File: src/hw/rtl/mwsm_pkg.sv
// Shared types, widths and constants for the mecanum wheel speed mixer.
// Used by every module of the block; depends on nothing.
`timescale 1ns / 1ps

package mwsm_pkg;

  // Fixed-point formats of the two ratio registers
  localparam int TURN_FRAC    = 8;
  localparam int RPM_FRAC     = 24;

  // Field and register widths
  localparam int CMD_W        = 16;
  localparam int LIM_W        = 15;
  localparam int TURN_RATIO_W = 16;
  localparam int RPM_RATIO_W  = 24;
  localparam int WHEEL_W      = 16;
  localparam int CFG_IDX_W    = 3;
  localparam int CFG_DATA_W   = 24;
  localparam int N_LANES      = 4;

  function automatic int imax(input int a, input int b);
    return (a > b) ? a : b;
  endfunction

  // Datapath widths
  localparam int LIN_W      = CMD_W + 1;
  localparam int TURN_W     = CMD_W + TURN_RATIO_W + 1;
  localparam int MIX_W      = imax(TURN_W, LIN_W + TURN_FRAC) + 1;
  localparam int MIXMAG_W   = MIX_W - 1;
  localparam int PROD_W     = MIXMAG_W + RPM_RATIO_W;
  localparam int RPM_SHIFT  = TURN_FRAC + RPM_FRAC;
  localparam int HI_W       = PROD_W - RPM_SHIFT;
  localparam int SAT_W      = imax(HI_W, LIM_W);
  localparam int DVD_W      = 2 * LIM_W;

  // Pipeline shape
  localparam int DIV_STEPS   = 4;
  localparam int DIV_STAGES  = (LIM_W + DIV_STEPS - 1) / DIV_STEPS;
  localparam int FE_STAGES   = 6;
  localparam int SC_STAGES   = 2;
  localparam int PIPE_STAGES = FE_STAGES + SC_STAGES + DIV_STAGES;

  localparam logic [LIM_W-1:0]   WHEEL_SAT       = '1;
  localparam logic [WHEEL_W-1:0] WHEEL_NEG_LIMIT = {1'b1, {(WHEEL_W-1){1'b0}}};

  // Register reset values
  localparam logic [LIM_W-1:0]        LIMIT_X_RST     = LIM_W'(3500);
  localparam logic [LIM_W-1:0]        LIMIT_Y_RST     = LIM_W'(3500);
  localparam logic [LIM_W-1:0]        LIMIT_TURN_RST  = LIM_W'(300);
  localparam logic [TURN_RATIO_W-1:0] TURN_RATIO_RST  = TURN_RATIO_W'(2345);
  localparam logic [RPM_RATIO_W-1:0]  RPM_RATIO_RST   = RPM_RATIO_W'(110846);
  localparam logic [LIM_W-1:0]        WHEEL_LIMIT_RST = LIM_W'(8500);

  typedef enum logic [CFG_IDX_W-1:0] {
    CFG_LIMIT_X     = 3'd0,
    CFG_LIMIT_Y     = 3'd1,
    CFG_LIMIT_TURN  = 3'd2,
    CFG_TURN_RATIO  = 3'd3,
    CFG_RPM_RATIO   = 3'd4,
    CFG_WHEEL_LIMIT = 3'd5
  } cfg_idx_t;

  typedef struct packed {
    logic [LIM_W-1:0]        limit_x;
    logic [LIM_W-1:0]        limit_y;
    logic [LIM_W-1:0]        limit_turn;
    logic [TURN_RATIO_W-1:0] turn_ratio;
    logic [RPM_RATIO_W-1:0]  rpm_ratio;
    logic [LIM_W-1:0]        wheel_limit;
  } cfg_regs_t;

  // Per-stage load enables, grouped by the module that owns the stages
  typedef struct packed {
    logic [FE_STAGES-1:0]  fe;
    logic [SC_STAGES-1:0]  sc;
    logic [DIV_STAGES-1:0] dv;
  } stage_en_t;

endpackage

File: src/hw/rtl/mwsm_scale.sv
// Wheel-limit check: largest magnitude, scaling flag and scaled dividends,
// two register stages. Depends on mwsm_pkg.
`timescale 1ns / 1ps

module mwsm_scale import mwsm_pkg::*; (
  input  logic                              clk,
  input  stage_en_t                         en,
  input  cfg_regs_t                         cfg,
  input  logic [N_LANES-1:0][LIM_W-1:0]     mag_in,
  input  logic [N_LANES-1:0]                neg_in,
  output logic [N_LANES-1:0][DVD_W-1:0]     dvd,
  output logic [LIM_W-1:0]                  dvs,
  output logic [N_LANES-1:0][LIM_W-1:0]     mag_out,
  output logic [N_LANES-1:0]                neg_out,
  output logic                              scaled
);

  function automatic logic [LIM_W-1:0] umax(
    input logic [LIM_W-1:0] a,
    input logic [LIM_W-1:0] b
  );
    return (a > b) ? a : b;
  endfunction

  logic [N_LANES-1:0][LIM_W-1:0] mag7_r, mag8_r;
  logic [N_LANES-1:0]            neg7_r, neg8_r;
  logic [LIM_W-1:0]              max7_r, max8_r;
  logic [N_LANES-1:0][DVD_W-1:0] dvd8_r;
  logic                          scl8_r;

  // Stage 7: largest wheel magnitude through a two-level compare tree
  always_ff @(posedge clk) begin
    if (en.sc[0]) begin
      mag7_r <= mag_in;
      neg7_r <= neg_in;
      max7_r <= umax(umax(mag_in[0], mag_in[1]), umax(mag_in[2], mag_in[3]));
    end
  end

  // Stage 8: flag the overshoot and form magnitude times limit
  always_ff @(posedge clk) begin
    if (en.sc[1]) begin
      mag8_r <= mag7_r;
      neg8_r <= neg7_r;
      max8_r <= max7_r;
      scl8_r <= max7_r > cfg.wheel_limit;
      for (int l = 0; l < N_LANES; l++) begin
        dvd8_r[l] <= DVD_W'(mag7_r[l]) * DVD_W'(cfg.wheel_limit);
      end
    end
  end

  assign dvd     = dvd8_r;
  assign dvs     = max8_r;
  assign mag_out = mag8_r;
  assign neg_out = neg8_r;
  assign scaled  = scl8_r;

endmodule

File: config.mk
export PLATFORM = sky130hd
export DESIGN_NAME = mwsm_scale
export DESIGN_NICKNAME = d
export VERILOG_FILES = /design/src/hw/rtl/mwsm_pkg.sv /design/src/hw/rtl/mwsm_scale.sv
export SDC_FILE = /design/constraint.sdc
export NUM_CORES = 2
export LEC_CHECK = 0
export BUFFER_PORTS_ARGS = -buffer_cell sky130_fd_sc_hd__buf_2
export CORE_MARGIN = 5
export CORE_UTILIZATION = 30
export DETAILED_ROUTE_END_ITERATION = 10
export PLACE_DENSITY = 0.57
export SYNTH_ARGS = -nofsm -noshare
export SYNTH_HDL_FRONTEND = slang
export SYNTH_SLANG_ARGS = --single-unit
File: constraint.sdc
create_clock -name clk -period 14.75 [get_ports clk]
set_input_delay 0 -clock clk [delete_from_list [all_inputs] [get_ports clk]]
set_output_delay 0 -clock clk [all_outputs]
set_load 0.005 [all_outputs]
After elaboration in Yosys (flattened, before gate mapping). Cells that the tools add are included.

Word-level logic and storage cells: 28. Output and inout bits: 200. Register bits after elaboration: 279. Input bits: 177.

Multiply operators: 4. Mux-type cells: 3. $lt $le $gt $ge: 4.

Operator list (number): 15-bit by 15-bit multiplier with 30-bit output (4); 15-bit > comparator (4); 15-bit 2-to-1 mux (3).

Logic depth before layout (Yosys ltp).
Word-level depth: 4. Gate-level depth with buffers: 24.

Least setup slack after synthesis. OpenSTA, ideal clock, no wires.

Path kind: reg2reg. From: reg mag7_r[21] (netlist bit). To: reg dvd8_r, in the netlist dvd[56], data pin. Slack: 8571 ps. Arrival time: 5921 ps. Required time: 14492 ps. Library setup time: 258 ps. Buffers on the path: 1. Stages on the path, launching flop included: 24. Cells stage by stage: edfxtp_1 > clkbuf_1 > and2_1 > fa_1 > inv_1 > fa_1 > inv_1 > fa_1 > inv_1 > fa_1 > inv_1 > fa_1 > inv_1 > fa_1 > inv_1 > ha_1 > and3_1 > a221o_1 > a41o_1 > a221o_1 > a31oi_4 > o21ai_1 > a21oi_2 > xnor2_1.

Word-level cells in the longest chain between the ends: 1.

Ends and longest elaborated chain: from (decl) (line mwsm_scale.sv:25) `logic [N_LANES-1:0][LIM_W-1:0] mag7_r, mag8_r;`; from (signal assigned) (line mwsm_scale.sv:34) `mag7_r <= mag_in;`; 15-bit by 15-bit multiplier with 30-bit output (line mwsm_scale.sv:48) `dvd8_r[l] <= DVD_W'(mag7_r[l]) * DVD_W'(cfg.wheel_limit);`; to (signal, indexed assignment) (line mwsm_scale.sv:48); to (decl) (line mwsm_scale.sv:28) `logic [N_LANES-1:0][DVD_W-1:0] dvd8_r;`.

No other way between the ends. A chain may end at the register's enable or synchronous reset.

Final worst setup path.
From: reg mag7_r[41] (netlist bit). To: reg dvd8_r, in the netlist dvd[85], data pin.

The elaborated chain is that of the path after synthesis.

==> impl_metrics.json <==
{
  "cts.clk_slew.worst_paths_ns": 0.06,
  "post-route-drc-count": 0,
  "pin_count": 377,
  "hold_class": "input pin to flip-flop",
  "cp.arrival_ns": 7.17,
  "routed_wl_mm": 111,
  "critPathKind": "flip-flop to flip-flop",
  "finalMaxSlewViolations": 0,
  "reg2reg_depth": 20,
  "htreeDepth": 2,
  "overflow": 0,
  "placedCellCount": 5935,
  "syn_area_sq_mm": 0.0405,
  "reg2reg_slack_ns": 7.91,
  "status": "complete, no violations",
  "yosys.area.top_type": "fa_1",
  "grt_pass1_wl_mm": 175,
  "crit_buf_inv": 4,
  "std_cell_rows": 134,
  "rsz0062_at_grt": "false",
  "die_y_um": 377,
  "vias": 28400,
  "drt-pass1-iter-count": 7,
  "synth-main-ff-cell": "edfxtp_1",
  "timing.slew.headroom_pct": 24.1,
  "clock-skew-final_ns": 0.0176,
  "cts_buffer_depth": 3,
  "post-route-period-util_pct": 46.4,
  "synth_cells": 4029,
  "synth_cell_type_count": 59,
  "hold_end": "neg7_r[3]",
  "yosys_warnings": 0,
  "area_growth_pct": 12.9,
  "synth_seq_cells": 279,
  "dp_hpwl_mm": 84.5,
  "grt_pass1_vias": 30600,
  "critPathSlowestCell": "edfxtp_1",
  "max_stage_delay_ns": 0.74,
  "cp-start-kind": "flip-flop",
  "setup_viol_count_final": 0,
  "netlist_top_cells_area": "fa_1, edfxtp_1, ha_1",
  "crit_path_end_kind": "flip-flop",
  "synthArstFlopShare_pct": 0,
  "cap_violations": 0,
  "avgSynthCellArea_sq_um": 10.0,
  "synth_common_cells": "inv_1, fa_1, and2_1, ha_1, nand2_1",
  "detail-route-antenna-nets": 0,
  "period_needed_ns": 6.84,
  "synth-seq-area-share_pct": 20.7,
  "hold_viol": 0,
  "cts.repair.resized": 0,
  "crit_top_cell": "fa_1",
  "hold_start": "neg_in[3]",
  "nNetsFinal": 5554,
  "grtUsageTotal_pct": 15.8,
  "max_freq_mhz": 146,
  "io_buffers": 281,
  "tritoncts": "yes",
  "die_x_um": 377,
  "grt_max_degree": 80,
  "holdPathStages": 2,
  "cp.required_ns": 15.09,
  "synth_nets": 5310,
  "tightest_slew_ns": 1.11,
  "antenna_found_initial": 12,
  "die_area_sq_mm": 0.142,
  "synth_edf_count": 279,
  "via_per_inst": 4.67,
  "fin_cells": 6084,
  "cts_buffers": 38,
  "cts_sinks": 279,
  "dr.first_iter.drc_count": 1458,
  "path_max_fanout": 16,
  "cp_cell_sequence": "and2_1 -> fa_1 -> inv_1 -> fa_1 -> inv_1 -> fa_1 -> fa_1 -> fa_1 -> inv_1 -> fa_1 -> inv_1 -> ha_1 -> a21o_1 -> a21oi_1 -> nor2b_1 -> o41ai_1 -> o22ai_1 -> a21oi_1 -> o21ai_0 -> xor2_1",
  "postLayoutCoreUtil_pct": 34.2,
  "drive_gt1_share_pct": 9.18,
  "root_buffer": "clkbuf_16",
  "tns_ns": 0,
  "reg2reg_from": "mag7_r[41]",
  "wl_per_cell_um": 18.2,
  "yosysMostFrequentCell": "inv_1",
  "start_util_pct": 30.3,
  "core_sq_mm": 0.134,
  "gp_congestion": 0.832,
  "insertion_delay_ns": 0.61,
  "reg2reg_to": "dvd[85]",
  "yosys.area.top_type_share_pct": 33.0,
  "cpLargestDelayFamily": "adder cells"
}
## layer usage
layer | routed length [um] | part of all wire (%) | vias to the layer above | global-route usage [%]
met5 | 13 | 0.012 | - | 0
met4 | 1710 | 1.5 | 2 | 3.06
met3 | 8040 | 7.3 | 96 | 3.72
met2 | 50000 | 45 | 692 | 25.5
met1 | 51000 | 46 | 14600 | 21.9
li1 | - | - | 13000 | -
## cell type report
type / count / area, sq um
antenna: 15 / 37.5
clock buffer: 42 / 966
clock inverter: 26 / 318
fill: 13700 / 88100
inverter: 854 / 3210
multi-input combinational: 2716 / 28200
sequential: 279 / 8380
tap: 1768 / 2210
timing repair buffer: 384 / 2360
## worst max-delay path by stage
stage / start / end / slack (ns) / depth (start not counted)
finish: mag7_r[41] / dvd[85] / 7.91 / 20
global placement: cfg[4] / dvd[58] / 7.69 / 22
CTS: mag7_r[55] / dvd[119] / 7.90 / 21
global route: mag7_r[41] / dvd[85] / 7.60 / 20
floorplan: mag7_r[21] / dvd[56] / 8.57 / 23
detailed placement: cfg[4] / dvd[58] / 7.66 / 22
## repair_timing
action | CTS | global route
endpoints found under the hold margin | 182 | 0
buffers inserted | 0 | 0
hold buffers | 66 | 0
## cell usage in the layout, fill, tap and decap left out, drive strengths merged, types with 15 or more instances in the layout
cell type / count
nand4: 25
mux2i: 47
a31oi: 18
diode: 15
xnor2: 68
xor2: 37
o21ai: 46
and2: 520
ha: 436
inv: 857
clkinv: 16
nand3: 30
fa: 668
and3: 15
a21o: 69
clkbuf: 42
buf: 318
nand2: 432
o21bai: 19
nor2: 49
edfxtp: 279
dlygate4sd3: 66
a21oi: 107
## cell families after synthesis
| family | share of synthesized area (%) |
|---|---|
| flip-flops | 20.7 |
| multiplexers | 1.16 |
| XOR/XNOR | 2.27 |
| buffers and inverters | 9.61 |
| AO/OA/AOI/OAI | 5.50 |
| AND/OR/NAND/NOR | 14.3 |
| adder cells (fa/ha/maj) | 46.5 |
## worst register-to-register path, cell delays in order (launching register included)
cell and delay (ns):
edfxtp_1 0.74, and2_1 0.35, fa_1 0.53, inv_1 0.06
fa_1 0.53, inv_1 0.05, fa_1 0.48, fa_1 0.45
fa_1 0.53, inv_1 0.05, fa_1 0.47, inv_1 0.04
ha_1 0.34, a21o_1 0.20, a21oi_1 0.16, nor2b_1 0.09
o41ai_1 0.50, o22ai_1 0.24, a21oi_1 0.38, o21ai_0 0.19
xor2_1 0.17
## flip-flops by register name, indices dropped and copies added (netlist names)
name / count
dvd: 120
dvs: 15
mag7_r: 60
mag_out: 60
max7_r: 15
neg7_r: 4
neg_out: 4
scaled: 1
## through the flow
stage                     worst slack (ns)  area, sq um  hold slack [ns]
after CTS                             7.90        45700           0.0529
after floorplan                       8.57        40500           0.0989
after global placement                7.69        43700            0.178
final                                 7.91        45700            0.100
after detailed placement              7.66        43700            0.179
after global routing                  7.60        45700           0.0729
Power is left out: the tool's default activity adds up to more than one toggle a clock period on the data nets, which glitch-free logic cannot reach.
