**src/hw/rtl/mwsm_pkg.sv**
```systemverilog
// Shared types, widths and constants for the mecanum wheel speed mixer.
// Used by every module of the block; depends on nothing.
`timescale 1ns / 1ps

package mwsm_pkg;

  // Fixed-point formats of the two ratio registers
  localparam int TURN_FRAC    = 8;
  localparam int RPM_FRAC     = 24;

  // Field and register widths
  localparam int CMD_W        = 16;
  localparam int LIM_W        = 15;
  localparam int TURN_RATIO_W = 16;
  localparam int RPM_RATIO_W  = 24;
  localparam int WHEEL_W      = 16;
  localparam int CFG_IDX_W    = 3;
  localparam int CFG_DATA_W   = 24;
  localparam int N_LANES      = 4;

  function automatic int imax(input int a, input int b);
    return (a > b) ? a : b;
  endfunction

  // Datapath widths
  localparam int LIN_W      = CMD_W + 1;
  localparam int TURN_W     = CMD_W + TURN_RATIO_W + 1;
  localparam int MIX_W      = imax(TURN_W, LIN_W + TURN_FRAC) + 1;
  localparam int MIXMAG_W   = MIX_W - 1;
  localparam int PROD_W     = MIXMAG_W + RPM_RATIO_W;
  localparam int RPM_SHIFT  = TURN_FRAC + RPM_FRAC;
  localparam int HI_W       = PROD_W - RPM_SHIFT;
  localparam int SAT_W      = imax(HI_W, LIM_W);
  localparam int DVD_W      = 2 * LIM_W;

  // Pipeline shape
  localparam int DIV_STEPS   = 4;
  localparam int DIV_STAGES  = (LIM_W + DIV_STEPS - 1) / DIV_STEPS;
  localparam int FE_STAGES   = 6;
  localparam int SC_STAGES   = 2;
  localparam int PIPE_STAGES = FE_STAGES + SC_STAGES + DIV_STAGES;

  localparam logic [LIM_W-1:0]   WHEEL_SAT       = '1;
  localparam logic [WHEEL_W-1:0] WHEEL_NEG_LIMIT = {1'b1, {(WHEEL_W-1){1'b0}}};

  // Register reset values
  localparam logic [LIM_W-1:0]        LIMIT_X_RST     = LIM_W'(3500);
  localparam logic [LIM_W-1:0]        LIMIT_Y_RST     = LIM_W'(3500);
  localparam logic [LIM_W-1:0]        LIMIT_TURN_RST  = LIM_W'(300);
  localparam logic [TURN_RATIO_W-1:0] TURN_RATIO_RST  = TURN_RATIO_W'(2345);
  localparam logic [RPM_RATIO_W-1:0]  RPM_RATIO_RST   = RPM_RATIO_W'(110846);
  localparam logic [LIM_W-1:0]        WHEEL_LIMIT_RST = LIM_W'(8500);

  typedef enum logic [CFG_IDX_W-1:0] {
    CFG_LIMIT_X     = 3'd0,
    CFG_LIMIT_Y     = 3'd1,
    CFG_LIMIT_TURN  = 3'd2,
    CFG_TURN_RATIO  = 3'd3,
    CFG_RPM_RATIO   = 3'd4,
    CFG_WHEEL_LIMIT = 3'd5
  } cfg_idx_t;

  typedef struct packed {
    logic [LIM_W-1:0]        limit_x;
    logic [LIM_W-1:0]        limit_y;
    logic [LIM_W-1:0]        limit_turn;
    logic [TURN_RATIO_W-1:0] turn_ratio;
    logic [RPM_RATIO_W-1:0]  rpm_ratio;
    logic [LIM_W-1:0]        wheel_limit;
  } cfg_regs_t;

  // Per-stage load enables, grouped by the module that owns the stages
  typedef struct packed {
    logic [FE_STAGES-1:0]  fe;
    logic [SC_STAGES-1:0]  sc;
    logic [DIV_STAGES-1:0] dv;
  } stage_en_t;

endpackage

```
**src/hw/rtl/mwsm_div.sv**
```systemverilog
// Pipelined restoring divider, four lanes sharing one divisor, a few
// quotient bits per stage. Depends on mwsm_pkg.
`timescale 1ns / 1ps

module mwsm_div import mwsm_pkg::*; (
  input  logic                              clk,
  input  stage_en_t                         en,
  input  logic [N_LANES-1:0][DVD_W-1:0]     dvd,
  input  logic [LIM_W-1:0]                  dvs,
  input  logic [N_LANES-1:0][LIM_W-1:0]     mag_in,
  input  logic [N_LANES-1:0]                neg_in,
  input  logic                              scaled_in,
  output logic [N_LANES-1:0][LIM_W-1:0]     quo,
  output logic [N_LANES-1:0][LIM_W-1:0]     mag_out,
  output logic [N_LANES-1:0]                neg_out,
  output logic                              scaled_out
);

  // The quotient never exceeds the limit, so the upper dividend half is
  // already below the divisor and seeds the partial remainder.
  logic [N_LANES-1:0][LIM_W-1:0] rem_r   [DIV_STAGES];
  logic [N_LANES-1:0][LIM_W-1:0] rem_src [DIV_STAGES];
  logic [N_LANES-1:0][LIM_W-1:0] rem_nxt [DIV_STAGES];
  logic [N_LANES-1:0][LIM_W-1:0] dq_r    [DIV_STAGES];
  logic [N_LANES-1:0][LIM_W-1:0] dq_src  [DIV_STAGES];
  logic [N_LANES-1:0][LIM_W-1:0] dq_nxt  [DIV_STAGES];
  logic [LIM_W-1:0]              dvs_r   [DIV_STAGES];
  logic [LIM_W-1:0]              dvs_src [DIV_STAGES];
  logic [N_LANES-1:0][LIM_W-1:0] mag_r   [DIV_STAGES];
  logic [N_LANES-1:0][LIM_W-1:0] mag_src [DIV_STAGES];
  logic [N_LANES-1:0]            neg_r   [DIV_STAGES];
  logic [N_LANES-1:0]            neg_src [DIV_STAGES];
  logic [DIV_STAGES-1:0]         scl_r, scl_src;

  // Select each stage's operands: the ports for the first, else the stage before
  always_comb begin
    for (int s = 0; s < DIV_STAGES; s++) begin
      if (s == 0) begin
        for (int l = 0; l < N_LANES; l++) begin
          rem_src[s][l] = dvd[l][DVD_W-1:LIM_W];
          dq_src[s][l]  = dvd[l][LIM_W-1:0];
        end
        dvs_src[s] = dvs;
        mag_src[s] = mag_in;
        neg_src[s] = neg_in;
        scl_src[s] = scaled_in;
      end else begin
        rem_src[s] = rem_r[s-1];
        dq_src[s]  = dq_r[s-1];
        dvs_src[s] = dvs_r[s-1];
        mag_src[s] = mag_r[s-1];
        neg_src[s] = neg_r[s-1];
        scl_src[s] = scl_r[s-1];
      end
    end
  end

  // Shift in dividend bits and retire quotient bits, a few steps per stage
  always_comb begin
    logic [LIM_W:0]   t;
    logic [LIM_W-1:0] rem;
    logic [LIM_W-1:0] dq;
    logic             ge;
    for (int s = 0; s < DIV_STAGES; s++) begin
      for (int l = 0; l < N_LANES; l++) begin
        rem = rem_src[s][l];
        dq  = dq_src[s][l];
        for (int j = 0; j < DIV_STEPS; j++) begin
          if (s * DIV_STEPS + j < LIM_W) begin
            t  = {rem, dq[LIM_W-1]};
            ge = t >= {1'b0, dvs_src[s]};
            if (ge) begin
              rem = LIM_W'(t - {1'b0, dvs_src[s]});
            end else begin
              rem = t[LIM_W-1:0];
            end
            dq = {dq[LIM_W-2:0], ge};
          end
        end
        rem_nxt[s][l] = rem;
        dq_nxt[s][l]  = dq;
      end
    end
  end

  // Advance each stage when the pipeline control lets it load
  always_ff @(posedge clk) begin
    for (int s = 0; s < DIV_STAGES; s++) begin
      if (en.dv[s]) begin
        rem_r[s] <= rem_nxt[s];
        dq_r[s]  <= dq_nxt[s];
        dvs_r[s] <= dvs_src[s];
        mag_r[s] <= mag_src[s];
        neg_r[s] <= neg_src[s];
        scl_r[s] <= scl_src[s];
      end
    end
  end

  assign quo        = dq_r[DIV_STAGES-1];
  assign mag_out    = mag_r[DIV_STAGES-1];
  assign neg_out    = neg_r[DIV_STAGES-1];
  assign scaled_out = scl_r[DIV_STAGES-1];

endmodule

```
**config.mk**
```make
export PLATFORM = sky130hd
export DESIGN_NAME = mwsm_div
export DESIGN_NICKNAME = d
export VERILOG_FILES = /design/src/hw/rtl/mwsm_pkg.sv /design/src/hw/rtl/mwsm_div.sv
export SDC_FILE = /design/constraint.sdc
export NUM_CORES = 2
export LEC_CHECK = 0
export ABC_AREA = 0
export ABC_CLOCK_PERIOD_IN_PS = 38900
export BUFFER_PORTS_ARGS = -buffer_cell sky130_fd_sc_hd__clkbuf_2
export CORE_UTILIZATION = 30
export CTS_BUF_LIST = sky130_fd_sc_hd__clkbuf_8
export DETAILED_ROUTE_END_ITERATION = 10
export PLACE_DENSITY = 0.55
export RECOVER_POWER = 50
export SLEW_MARGIN = 20
export SYNTH_ARGS = -nofsm -noshare
export SYNTH_HDL_FRONTEND = slang
export SYNTH_SLANG_ARGS = --single-unit
```
**constraint.sdc**
```tcl
create_clock -name clk -period 38.9 [get_ports clk]
set_clock_uncertainty 0.1 [all_clocks]
set_input_delay 7.78 -clock clk [delete_from_list [all_inputs] [get_ports clk]]
set_output_delay 7.78 -clock clk [all_outputs]
set_load 0.01 [all_outputs]
```
* After elaboration in Yosys (flattened, before gate mapping)
Memory sizes are Yosys's and may differ from the RTL's. Index checks and enable logic that the tools add are counted. Widths: inputs -> output; s select.
Word-level totals: memories kept 5, register bits 4, logic and storage cells 197, output and inout port bits 125, input bits 213, RAM bits 796
Memories:
- dq_r | depth 4, width 60, read ports 4, clocked after memory_dff 0, wr ports 4, RTL line mwsm_div.sv:24 | logic [N_LANES-1:0][LIM_W-1:0] dq_r [DIV_STAGES];
- mag_r | depth 4, width 60, read ports 4, clocked after memory_dff 0, wr ports 4, RTL line mwsm_div.sv:29 | logic [N_LANES-1:0][LIM_W-1:0] mag_r [DIV_STAGES];
- rem_r | depth 4, width 60, read ports 3, clocked after memory_dff 0, wr ports 4, RTL line mwsm_div.sv:21 | logic [N_LANES-1:0][LIM_W-1:0] rem_r [DIV_STAGES];
- dvs_r | depth 4, width 15, read ports 3, clocked after memory_dff 0, wr ports 4, RTL line mwsm_div.sv:27 | logic [LIM_W-1:0] dvs_r [DIV_STAGES];
- neg_r | depth 4, width 4, read ports 4, clocked after memory_dff 0, wr ports 4, RTL line mwsm_div.sv:31 | logic [N_LANES-1:0] neg_r [DIV_STAGES];
Cells by class: magnitude comparators 60, $add $sub $neg 60, muxes and demuxes 68
Operator list (number):
- $ge 16x15->1 | 60
- $mux 15 | 60
- $sub 15x15->15 | 60
- $mux 1 | 8

* Longest topological paths before layout
word-level depth 8, mapped depth 53, depth with buffers taken out 47

* Worst setup path before layout
OpenSTA, ideal clock, no wires.
path kind input-to-reg, from input dvs[1], to memory rem_r[0][33] (netlist bit) (data pin), stages on the path 45, required time 38.539 ns, library setup time 0.261 ns, buffers on the path 5, path slack 20.524 ns, data arrival time 18.015 ns, path through inv_1 > fa_1 > a211oi_1 > o21ai_1 > a21o_1 > a211oi_1 > o31ai_1 > clkbuf_1 > clkbuf_1 > nor2_1 > a31o_2 > ha_1 > a21oi_1 > o21ai_0 > a21oi_1 > o31ai_1 > a221oi_1 > and2_1 > [... 9 more ...] > o21ai_0 > o311ai_0 > nor3_2 > inv_2 > buf_1 > mux2_2 > ha_1 > or3_1 > o211ai_1 > a31oi_1 > o21ai_0 > a21oi_1 > a211oi_1 > o31ai_1 > o21ai_1 > inv_1 > buf_2 > a221o_1
RTL lines:
- start: declaration | RTL line mwsm_div.sv:9 | input logic [LIM_W-1:0] dvs,
- end: declaration | RTL line mwsm_div.sv:21

==> summary.md <==
Worst setup path
• required time at the endpoint of the critical path: 39.45 ns
• Crit path buffers/inverters: 7
• Max stage delay cell, worst path: sky130_fd_sc_hd__clkbuf_1
• worst setup path start: dvs[1]
• cell occurring most often along the worst timing path: sky130_fd_sc_hd__o21ai_0
• Worst path top cell family by delay: compound AO/OA/AOI/OAI gates
• beginning of the worst register-to-register path: dvs_r[0][1]$_DFFE_PP_
• reg2reg end: rem_r[1][47]$_DFFE_PP_
• number of cell instances on the worst register-to-register path: 46
• reg2reg setup slack: 21.75 ns
• Crit path depth: 43
• termination of the worst setup path: rem_r[0][44]$_DFFE_PP_
• crit path DAT: 21.71 ns
• maximum fanout count along the critical path: 23
• Critical Path End Type: flip-flop
• largest stage delay on the critical path: 1.26 ns
• critical setup path kind: input port to flip-flop
• type of origin of the critical path: input port

Timing
• final period demand of the worst path: 21.15 ns
• setup violators final: 0
• Hold Worst Slack: 0.2872 ns
• Pins Over Slew Limit: 455
• transition time of the tightest slew-check pin: 4.698 ns
• sum of negative setup slack: 0 ns
• RSZ-0062 raised after global routing: false
• number of hold-slack violations in the final timing report: 0
• worst slew margin relative to its limit: -213.2%
• achievable clock frequency: 47.28 MHz
• share of the clock period used by the worst path after layout: 54.38%

Global routing
• maximum number of pins on one net before global-route repair: 70
• first-pass GRT wire length: 337.3 mm
• GRT overflow: 0
• all-layer global routing usage: 18.08%
• number of antenna violations at the first check in global routing: 15
• via count of the first global-routing pass: 58290

Place
• number of I/O port buffers: 329
• cell count after placement: 11040
• DPL Wire Length: 168.1 mm
• final RePlAce weighted congestion: 0.9223

CTS
• Clk Latency, worst-skew pair: 0.94 ns
• buffers inserted by post-CTS timing repair: 0
• cells resized by post-CTS repair: 0
• Post-CTS Hold Fix Bufs: 0
• clock slew at reported path FFs: 0.06 ns
• number of sinks on the clock net: 725
• CTS max path bufs: 3
• cts bufs inserted: 140
• clock root buffer: sky130_fd_sc_hd__clkbuf_8
• CTS tree: done
• Max H-tree Level: 4

Die
• effective utilization at floorplan: 30.23%
• area inside the core boundary: 235900 sq um
• FP Rows: 178
• area of the die: 239700 sq um
• height of the chip: 489.5 um
• width of the chip: 489.5 um
• I/O pins: 338

Cells and area
• number of standard cells in the final layout excluding fillers: 11310
• fraction of layout instances using a drive strength above 1: 12.84%
• register area: 21770 sq um
• most used cells in the layout excluding fill and tap cells: sky130_fd_sc_hd__ha_1 (900), sky130_fd_sc_hd__edfxtp_1 (725), sky130_fd_sc_hd__nor2_1 (574)
• most frequent standard cell in the layout excluding fill and tap cells: sky130_fd_sc_hd__ha_1
• final net count: 9206
• area of the multi-input gates: 47470 sq um
• Final Util: 33.98%
• number of inserted filler cells in the final layout: 24030
• area grow syn2layout: 12.37%

Synth
• proportion of synthesized area in mux cells: 7.111%
• area share of xor/xnor cells in the synthesized design: 6.829%
• number of distinct library cell variants in the gate-level netlist after synthesis: 98
• number of enable flip-flop cells after synthesis: 725
• Avg Synthesized Cell Area: 9.408 sq um
• area of the mapped netlist: 71310 sq um
• leading register cell type out of synthesis: sky130_fd_sc_hd__edfxtp_1
• cell count after synthesis: 7580
• synthesis warning total: 0
• flip-flop and latch count after synthesis: 725
• post-synthesis share of cell area spent on full adders, half adders and majority gates: 17.36%
• Async SR Flop Fraction: 0%
• basic-gate share of the synthesized area counting and, or, nand and nor cells: 15.27%
• area fraction in compound gates after synthesis: 19.91%
• Post-Syn Nets: 8749
• main combinational cell family by area after synthesis: compound AO/OA/AOI/OAI gates
• sequential cell area fraction in the yosys report: 30.53%

Route
• Routed WL: 223.7 mm
• vias per std cell: 5.382
• per-cell routed wire length: 19.79 um
• 1st-pass router iterations: 6
• Vias: 60840
• final antenna-violating net count: 0
• residual DRC count: 0
• number of design-rule violations left by the first detailed-router iteration: 4763

Run status
• violations in the final reports: max-capacitance violations, max-slew violations
• status: complete, but fails checks

Hold path
• Worst Hold Class: flip-flop to flip-flop
• beginning of the worst hold path: mag_r[2][33]$_DFFE_PP_

Flow run
• number of max-cap violations: 14

==> stage by stage <==
step / instance area (sq um) / setup slack [ns]
5_1_grt: 80130 / 16.55
2_1_floorplan: 71310 / 20.52
4_1_cts: 80280 / 18.90
3_3_place_gp: 77280 / 17.91
6_report: 80130 / 17.75
3_5_place_dp: 77290 / 17.94
==> worst min path at each step <==
stage	end	slack [ns]	depth (start not counted)
floorplan	dq_r[1][10]$_DFFE_PP_	0.30	0
global placement	mag_r[2][51]$_DFFE_PP_	0.30	0
detailed placement	dq_r[2][53]$_DFFE_PP_	0.30	0
CTS	mag_r[2][42]$_DFFE_PP_	0.29	0
global route	dq_r[2][53]$_DFFE_PP_	0.29	0
finish	mag_r[3][33]$_DFFE_PP_	0.29	0
==> cells by family (layout without fill, tap and decap cells) <==
logic type	count (synthesis)	after routing
other cells	0	8
compound gates	2133	2133
buf+inv	559	1126
fa+ha+maj	956	956
xor+xnor	556	556
flops	725	725
simple gates	2192	2192
mux	459	459
==> cell usage after synthesis, drive strengths merged, types with 16 or more instances <==
library cell  number  area share [%]
inv              444             2.3
a31oi             85            0.75
and4              19            0.23
o31a              41            0.50
fa                56             1.6
o311ai            25            0.32
a221o             60            0.84
o31ai             61            0.65
a21boi            55            0.58
o221ai            31            0.39
nand4            131             1.1
nand2            471             2.5
nand3b            27            0.28
o2111ai           26            0.32
or3               73            0.64
xor2             201             2.5
mux2             363             5.8
a2111oi           23            0.34
o21ai            446             3.1
a21o             203             2.1
edfxtp           725              31
buf               27            0.18
nor3             186             1.3
or2               57            0.50
nor4              42            0.37
a21oi            549             3.9
clkbuf            85            0.45
nand3            161             1.1
ha               900              16
nor2             575             3.0
a31o              18            0.22
xnor2            355             4.4
and2              56            0.49
o21bai            41            0.43
nand2b           110            0.97
nor3b             20            0.21
o211ai            66            0.69
nor2b            144             1.3
a221oi            16            0.22
o21a             151             1.6
a311oi            19            0.23
mux2i             96             1.3
and3              83            0.73
a211o             22            0.27
a211oi            76            0.81
==> sequential cells by signal (all words and copies together) (netlist names) <==
name and flops:
dq_r 240, mag_r 240, rem_r 180, dvs_r 45, neg_r 16, scl_r 4
==> per-layer routing <==
metal | share of wire [%] | wire length (um) | GRT usage (%) | vias to the layer above
met5 | 0.026 | 59 | 0 | -
li1 | - | - | - | 29750
met2 | 44 | 97400 | 28.46 | 1821
met1 | 47 | 104600 | 24.73 | 28910
met4 | 3.6 | 8093 | 6.478 | 8
met3 | 6.1 | 13540 | 3.052 | 347
==> final cells by class <==
cell class                 instances  share of cell area, %
antenna                            8                0.02498
clock buffer                     142                  2.439
clock inverter                   110                  1.287
inverter                         447                  2.097
multi-input combinational       6296                  59.24
sequential                       725                  27.17
tap                             3150                  4.918
timing repair buffer             427                  2.828
==> worst reg2reg max path, delay by kind of cell (launching register included) <==
| family | cells | cell delay, ns |
|---|---|---|
| adder cells (fa/ha/maj) | 4 | 1.63 |
| AND/OR/NAND/NOR | 9 | 1.38 |
| buffers and inverters | 7 | 4.88 |
| multiplexers | 3 | 1.47 |
| AO/OA/AOI/OAI | 23 | 7.08 |
| flip-flops | 1 | 0.33 |
Power is not shown: default switching activity piles up to over one toggle a cycle in this logic, so the estimate is an artifact.
